[src/sv/bcpr_pkg.sv]
// shared types, constants and the corner pattern test for binary corner pixel removal
package bcpr_pkg;

    localparam int PIX_W  = 8;
    localparam int CFG_W  = 11;
    localparam int IDX_W  = 1;

    localparam logic [IDX_W-1:0] REG_FRAME_WIDTH  = 1'b0;
    localparam logic [IDX_W-1:0] REG_FRAME_HEIGHT = 1'b1;

    localparam logic [CFG_W-1:0] FRAME_WIDTH_RST  = 11'd640;
    localparam logic [CFG_W-1:0] FRAME_HEIGHT_RST = 11'd480;

    localparam logic [PIX_W-1:0] PIX_ZERO = 8'd0;
    localparam logic [PIX_W-1:0] PIX_ONE  = 8'd1;

    localparam int OUT_FIFO_DEPTH = 4;
    localparam int OUT_PTR_W      = $clog2(OUT_FIFO_DEPTH);
    localparam int OUT_LVL_W      = $clog2(OUT_FIFO_DEPTH + 1);

    typedef struct packed {
        logic             last;
        logic [PIX_W-1:0] pixel;
    } out_beat_t;

    function automatic logic corner_hit(
        input logic [PIX_W-1:0] c,
        input logic [PIX_W-1:0] n,
        input logic [PIX_W-1:0] ne,
        input logic [PIX_W-1:0] e,
        input logic [PIX_W-1:0] se,
        input logic [PIX_W-1:0] s,
        input logic [PIX_W-1:0] sw,
        input logic [PIX_W-1:0] w,
        input logic [PIX_W-1:0] nw
    );
        logic p1;
        logic p2;
        logic p3;
        logic p4;
        p1 = (n == PIX_ZERO) && (e == PIX_ZERO) && (ne == PIX_ONE) && (w == PIX_ONE);
        p2 = (n == PIX_ZERO) && (e == PIX_ONE) && (ne == PIX_ONE) && (se == PIX_ZERO);
        p3 = (s == PIX_ZERO) && (e == PIX_ONE) && (se == PIX_ONE) && (sw == PIX_ZERO);
        p4 = (s == PIX_ZERO) && (w == PIX_ONE) && (sw == PIX_ONE) && (nw == PIX_ZERO);
        return (c == PIX_ONE) && (p1 || p2 || p3 || p4);
    endfunction

endpackage

[src/sv/bcpr_out_fifo.sv]
// small output queue that decouples the result stage from the downstream ready
module bcpr_out_fifo
    import bcpr_pkg::*;
(
    input  logic                 clk,
    input  logic                 rst_n,
    input  logic                 push,
    input  out_beat_t            push_beat,
    input  logic                 tready,
    output logic                 tvalid,
    output out_beat_t            head_beat,
    output logic [OUT_LVL_W-1:0] level
);

    out_beat_t              store_reg [OUT_FIFO_DEPTH];
    logic [OUT_PTR_W-1:0]   wr_ptr_reg;
    logic [OUT_PTR_W-1:0]   wr_ptr_next;
    logic [OUT_PTR_W-1:0]   rd_ptr_reg;
    logic [OUT_PTR_W-1:0]   rd_ptr_next;
    logic [OUT_LVL_W-1:0]   level_reg;
    logic [OUT_LVL_W-1:0]   level_next;
    logic                   pop;

    assign tvalid    = (level_reg != '0);
    assign pop       = tvalid & tready;
    assign head_beat = store_reg[rd_ptr_reg];
    assign level     = level_reg;

    always_comb
    begin
        wr_ptr_next = push ? wr_ptr_reg + OUT_PTR_W'(1) : wr_ptr_reg;
        rd_ptr_next = pop ? rd_ptr_reg + OUT_PTR_W'(1) : rd_ptr_reg;
        level_next  = level_reg + OUT_LVL_W'(push) - OUT_LVL_W'(pop);
    end

    always_ff @(posedge clk or negedge rst_n)
    begin
        if (!rst_n)
        begin
            wr_ptr_reg <= '0;
            rd_ptr_reg <= '0;
            level_reg  <= '0;
        end
        else
        begin
            wr_ptr_reg <= wr_ptr_next;
            rd_ptr_reg <= rd_ptr_next;
            level_reg  <= level_next;
        end
    end

    always_ff @(posedge clk)
    begin
        if (push)
        begin
            store_reg[wr_ptr_reg] <= push_beat;
        end
    end

endmodule

[config.mk]
export PLATFORM = sky130hd
export DESIGN_NAME = bcpr_out_fifo
export DESIGN_NICKNAME = d
export VERILOG_FILES = /design/src/sv/bcpr_pkg.sv /design/src/sv/bcpr_out_fifo.sv
export SDC_FILE = /design/constraint.sdc
export NUM_CORES = 1
export LEC_CHECK = 0
export BUFFER_PORTS_ARGS = -buffer_cell sky130_fd_sc_hd__buf_4
export CORE_MARGIN = 3
export CORE_UTILIZATION = 49
export DETAILED_ROUTE_END_ITERATION = 8
export GPL_ROUTABILITY_DRIVEN = 0
export HOLD_SLACK_MARGIN = 0.08
export PLACE_DENSITY = 0.73
export SYNTH_ARGS = -nofsm -noshare
export SYNTH_HDL_FRONTEND = slang
export SYNTH_SLANG_ARGS = --single-unit
export TNS_END_PERCENT = 100
[constraint.sdc]
create_clock -name clk -period 1.85 [get_ports clk]
set_clock_uncertainty 0.1 [all_clocks]
set_input_delay 0.185 -clock clk [delete_from_list [all_inputs] [get_ports clk]]
set_output_delay 0.185 -clock clk [all_outputs]
set_load 0.005 [all_outputs]
==> flow_summary_export.csv, run 1 <==
group,metric,value,unit
min_path,worst_hold_path.num_cells,3,
final_layout,mostFrequentLayoutCells,"edfxtp_1 (36), buf_4 (25), dlygate4sd3_1 (13), buf_6 (11), mux4_2 (9)",
global_route,grt_max_degree,14,
logic_synthesis,avgSynthCellArea,21.0,sq um
timing,rsz0062_at_grt,"true",
setup_path,required,1.98,ns
timing,tns,-0.179,ns
setup_path,r2r_end,"level[2]",
clocking,cts_max_path_buffers,2,
setup_path,r2r_cells,7,
final_layout,nNetsFinal,155,
timing,fmax,495,MHz
die,start_util,53.4,%
global_route,grt_pass1_wl,4550,um
power_and_ir_drop,vdd_drop_max,819,uV
timing,final-setup-viol-count,2,
die,row_count,20,
timing,max_slew_margin,67.1,%
timing,worst_pin_slew,0.493,ns
routing,dr_wl_met3,99,um
logic_synthesis,ys_seq_elements,43,
setup_path,worstPathArrival,2.15,ns
global_route,grtUsageTotal,15.1,%
clocking,tritoncts,"built",
die,core,0.00318,sq mm
timing,setup_ws,-0.169,ns
timing,hold_violations,0,
final_layout,diodes,0,
routing,drc,0,
power_and_ir_drop,p_total,3.15,mW
run,drv_cap,0,
routing,avgRoutedWirePerCell,15.1,um
logic_synthesis,ys.warnings.count,0,
final_layout,nFillCells,218,
place,hpwl,1820,um
routing,num_vias,866,
status,violations,"negative setup slack",
routing,routed_wl,2710,um
timing,post-route-min-period,2.02,ns
setup_path,critical_path_class,"reg -> reg",
min_path,hp-start,"push",
routing,drt_first_pass_iters,4,
setup_path,rrSetupSlack,-0.17,ns
setup_path,crit_path_end_kind,"flop",
final_layout,area_growth,32.1,%
logic_synthesis,synth_fp_nets,101,
clocking,cts.sink_count,43,
logic_synthesis,yosysSeqAreaShare,74.0,%
logic_synthesis,syn_inst,81,
global_route,grt_antenna_before_repair,0,
final_layout,drive_gt1_share,41.2,%
routing,drt_iter0_drc,18,
clocking,htree_num_levels,2,
global_route,overflow,0,
status,status,"finished, violations left",
final_layout,largest_reg_flops,36,
routing,antenna_left,0,
die,dieWidth,64.9,um
min_path,hp-class,"in -> reg",
logic_synthesis,synth_area,0.00170,sq mm
clocking,cts_buffers,5,
power_and_ir_drop,p_per_area,1400,mW/mm^2
power_and_ir_drop,p_leak,0.859,nW
setup_path,worstSetupStartpointType,"flop",
clocking,cts.clk_slew.worst_paths,0.12,ns
clocking,clock_latency,0.34,ns
setup_path,reg2reg_from,"level[2]",
die,die_area,0.00421,sq mm
routing,dr_wl_met2,1420,um
routing,routed.top_layer,"met4",
final_layout,final_common_cell,"edfxtp_1",
logic_synthesis,yosysUniqueCellTypes,17,
clocking,cts-root-buf,"clkbuf_4",
global_route,grt_pass1_vias,971,
routing,via_per_inst,4.81,
routing,met1_length,1150,um
min_path,hold_path_end,"store_reg[1][1]",
die,io_pins,26,
setup_path,startpoint,"level[2]",
timing,finalCritPeriodShare,109,%
die,die_h,64.9,um
timing,slew_viol_final,0,
place,io_buffers,25,
setup_path,path_max_fanout,2,
through the flow:
| step | instance area, sq um | cells | setup slack, ns | hold slack (ns) | util, % |
|---|---|---|---|---|---|
| after floorplan | 1700 | 81 | -0.164 | -0.211 | - |
| after global placement | 1990 | 156 | -0.105 | -0.0959 | 62.5 |
| after detailed placement | 1990 | 156 | -0.179 | -0.0930 | 62.5 |
| after CTS | 2190 | 178 | -0.191 | 0.224 | 69.0 |
| after global routing | 2240 | 180 | -0.220 | 0.269 | 70.6 |
| final | 2240 | 180 | -0.169 | 0.258 | 70.6 |
cell type report:
class | count | area [sq um] | share of cell area [%]
timing repair buffer | 49 | 442 | 19.7
multi-input combinational | 30 | 412 | 18.4
clock inverter | 2 | 12.5 | 0.558
sequential | 43 | 1260 | 56.1
clock buffer | 6 | 41.3 | 1.84
inverter | 6 | 22.5 | 1.00
tap | 44 | 55.1 | 2.46
timing repair:
item | 4_1_cts | 5_1_grt
endpoints found under the setup margin | 5 | 11
gates resized for setup | 6 | 9
setup buffers | 1 | 2
hold buffers | 13 | 0
hold endpoints to repair | 47 | 0
pin swaps | 2 | 3
how the worst max path moves through the flow:
stage	endpoint	slack, ns	depth (start not counted)
after floorplan	level[2]	-0.16	7
after global placement	level[2]	-0.10	7
after detailed placement	level[2]	-0.18	7
after CTS	level[2]	-0.19	7
after global routing	level[2]	-0.22	7
final	level[2]	-0.17	7
routing by layer:
metal | vias to the layer above | track usage [%]
met5 | - | 0
met4 | 0 | 5.54
met3 | 6 | 4.68
met2 | 20 | 25.8
met1 | 422 | 18.0
li1 | 418 | -
logic make-up after synthesis:
kind of cell,count (synthesis),share of synthesized area [%]
fa+ha+maj,7,5.60
simple gates,6,2.06
flops,43,74.0
mux,9,12.2
xor+xnor,5,2.58
buf+inv,8,2.28
compound gates,3,1.33
cells in the mapped netlist:
cell type | number | area (sq um)
edfxtp_1 | 36 | 1080
mux4_2 | 8 | 180
dfrtp_1 | 7 | 175
ha_1 | 6 | 75.1
inv_1 | 6 | 22.5
and2_1 | 4 | 25.0
xnor2_1 | 3 | 26.3
xor2_1 | 2 | 17.5
buf_2 | 1 | 5.00
buf_6 | 1 | 11.3
fa_1 | 1 | 20.0
mux4_1 | 1 | 26.3
nand2_1 | 1 | 3.75
o21ai_0 | 1 | 5.00
o311ai_0 | 1 | 8.76
o31a_1 | 1 | 8.76
or3_1 | 1 | 6.26
worst max-delay path, stage by stage (launching register included):
cell and delay [ns]:
dfrtp_1 0.40, o31a_1 0.32, ha_1 0.28, inv_1 0.04
ha_2 0.16, fa_2 0.35, xnor2_2 0.14, xnor2_1 0.13
power by group:
part           total, mW  leakage (nW)  switching (mW)  internal (mW)
Sequential          1.43         0.412           0.125           1.30
Combinational       1.29         0.419           0.498          0.797
Clock              0.428        0.0282           0.281          0.147
Note: power is estimated with default switching activity, not from simulation.
==> run 2, diff against run 1 <==
--- a/config.mk
+++ b/config.mk
@@ -12,6 +12,7 @@
 export GPL_ROUTABILITY_DRIVEN = 0
 export HOLD_SLACK_MARGIN = 0.08
 export PLACE_DENSITY = 0.73
+export RECOVER_POWER = 100
 export SYNTH_ARGS = -nofsm -noshare
 export SYNTH_HDL_FRONTEND = slang
 export SYNTH_SLANG_ARGS = --single-unit
==> run 2 against run 1 <==
  * The flow still finishes with violations (negative setup slack)
  * Via count up 0.23%
  * Final area is 1.7% lower
  * Cell count unchanged
  * Non-clock buffer count did not move
  * First-iteration DRC count is 11% higher
  * Largest cell class unchanged
  * Critical path depth stayed put
  * Global-route usage is the same
  * Largest power group unchanged
  * Clock power barely moved
  * Sequential power about the same
  * Combinational power is essentially flat
  * Sequential share of layout area is 0.95 points higher
==> flow_summary_export.csv, run 2 (synthesis gave the netlist of run 1 again) <==
group,metric,value,unit
routing,antenna_left,0,
setup_path,critical_path_class,"reg -> reg",
clocking,htree_num_levels,2,
timing,setup_ws,-0.169,ns
global_route,grt_pass1_wl,4550,um
final_layout,area_growth,29.8,%
clocking,cts_buffers,5,
routing,drt_first_pass_iters,4,
setup_path,rrSetupSlack,-0.17,ns
final_layout,final_common_cell,"edfxtp_1",
place,io_buffers,25,
timing,max_slew_margin,67.1,%
place,hpwl,1820,um
run,drv_cap,0,
power_and_ir_drop,p_per_area,1420,mW/mm^2
setup_path,r2r_end,"level[2]",
setup_path,required,1.98,ns
final_layout,diodes,0,
routing,num_vias,868,
setup_path,crit_chain,"o31a_1 -> ha_1 -> inv_1 -> ha_2 -> fa_2 -> xnor2_2 -> xnor2_1",
setup_path,critPathSlowestCell,"dfrtp_1",
setup_path,slowest_delay,0.41,ns
setup_path,worstSetupStartpointType,"flop",
clocking,cts.sink_count,43,
global_route,grt_antenna_before_repair,0,
timing,finalCritPeriodShare,109,%
place,placedCellCount,156,
timing,final-setup-viol-count,2,
timing,hold_violations,0,
setup_path,crit_path_end_kind,"flop",
die,io_pins,26,
global_route,grt_max_degree,14,
clocking,cts.clk_slew.worst_paths,0.11,ns
setup_path,r2r_cells,7,
routing,drc,0,
setup_path,worstPathArrival,2.15,ns
clocking,tritoncts,"built",
routing,via_per_inst,4.82,
routing,drt_iter0_drc,20,
final_layout,mostFrequentLayoutCells,"edfxtp_1 (36), buf_4 (14), dlygate4sd3_1 (13), clkbuf_1 (11), buf_6 (11)",
timing,worst_pin_slew,0.494,ns
setup_path,path_max_fanout,2,
die,start_util,53.4,%
timing,fmax,495,MHz
setup_path,crit_end,"level[2]",
final_layout,nNetsFinal,155,
place,place_ws,-0.179,ns
setup_path,startpoint,"level[2]",
power_and_ir_drop,p_leak,0.822,nW
final_layout,final-instance-count-excl-fill,180,
global_route,overflow,0,
clocking,clock_latency,0.34,ns
final_layout,nFillCells,236,
final_layout,largest_reg_flops,36,
die,dieWidth,64.9,um
timing,rsz0062_at_grt,"true",
final_layout,drive_gt1_share,33.8,%
status,violations,"negative setup slack",
power_and_ir_drop,p_total,3.14,mW
setup_path,reg2reg_from,"level[2]",
clocking,cts-root-buf,"clkbuf_4",
global_route,grtUsageTotal,15.1,%
die,die_h,64.9,um
die,die_area,0.00421,sq mm
global_route,grt_pass1_vias,971,
min_path,hp-class,"in -> reg",
power_and_ir_drop,vdd_drop_max,815,uV
die,core,0.00318,sq mm
status,status,"finished, violations left",
routing,routed_wl,2700,um
routing,avgRoutedWirePerCell,15.0,um
timing,post-route-min-period,2.02,ns
clocking,cts_max_path_buffers,2,
timing,slew_viol_final,0,
die,row_count,20,
==> run 2: changes by cell type in the layout (fill, tap and decap cells not counted), sizes merged <==
cell,change
clkbuf,+11
buf,-11
==> run 2: report_power, final <==
group          switching [mW]  internal (mW)  total [mW]
Clock                   0.280          0.147       0.427
Combinational           0.497          0.788        1.29
Sequential              0.125           1.30        1.43
==> run 2: timing repair <==
item | in CTS | in global routing
hold buffers | 13 | 0
resized for setup | 6 | 9
pin swaps | 2 | 3
setup endpoints to repair | 5 | 11
endpoints found under the hold margin | 47 | 0
buffers inserted | 1 | 2
==> run 2: stage by stage <==
stage / area [sq um] / TNS [ns] / util (%) / hold WS, ns
6_report: 2200 / -0.179 / 69.4 / 0.328
5_1_grt: 2200 / -0.810 / 69.4 / 0.322
4_1_cts: 2190 / -0.212 / 69.0 / 0.224
3_5_place_dp: 1990 / -0.183 / 62.5 / -0.0930
3_3_place_gp: 1990 / -0.105 / 62.5 / -0.0959
2_1_floorplan: 1700 / -0.194 / - / -0.211
==> run 2: critical path: cells and delay by family (launching register included) <==
kind | cells | cell delay (ns)
adders and majority gates | 3 | 0.79
AOI/OAI and AO/OA | 1 | 0.32
buffers and inverters | 1 | 0.04
DFF | 1 | 0.41
xor gates and xnor gates | 2 | 0.27
==> run 2: worst min-delay path by stage <==
stage,cells past startpoint,start,slack [ns],end
global route,6,tready,0.32,rd_ptr_reg[0]
floorplan,0,rst_n,-0.21,level[0]
finish,6,tready,0.33,rd_ptr_reg[0]
detailed placement,1,rst_n,-0.09,wr_ptr_reg[0]
CTS,5,tready,0.22,rd_ptr_reg[0]
global placement,1,rst_n,-0.1,wr_ptr_reg[0]
==> run 2: per-layer routing <==
metal | part of all wire (%) | GRT usage [%] | vias to the layer above
met5 | 0 | 0 | -
met4 | 1.7 | 5.54 | 0
met3 | 3.8 | 4.68 | 6
met2 | 53 | 25.8 | 20
met1 | 42 | 18.0 | 423
li1 | - | - | 419
==> run 2: area by class of cell <==
type | instances | area [sq um] | share of cell area, %
sequential | 43 | 1260 | 57.0
multi-input combinational | 30 | 412 | 18.7
clock buffer | 6 | 41.3 | 1.87
inverter | 6 | 22.5 | 1.02
clock inverter | 2 | 12.5 | 0.568
timing repair buffer | 49 | 404 | 18.3
tap | 44 | 55.1 | 2.50
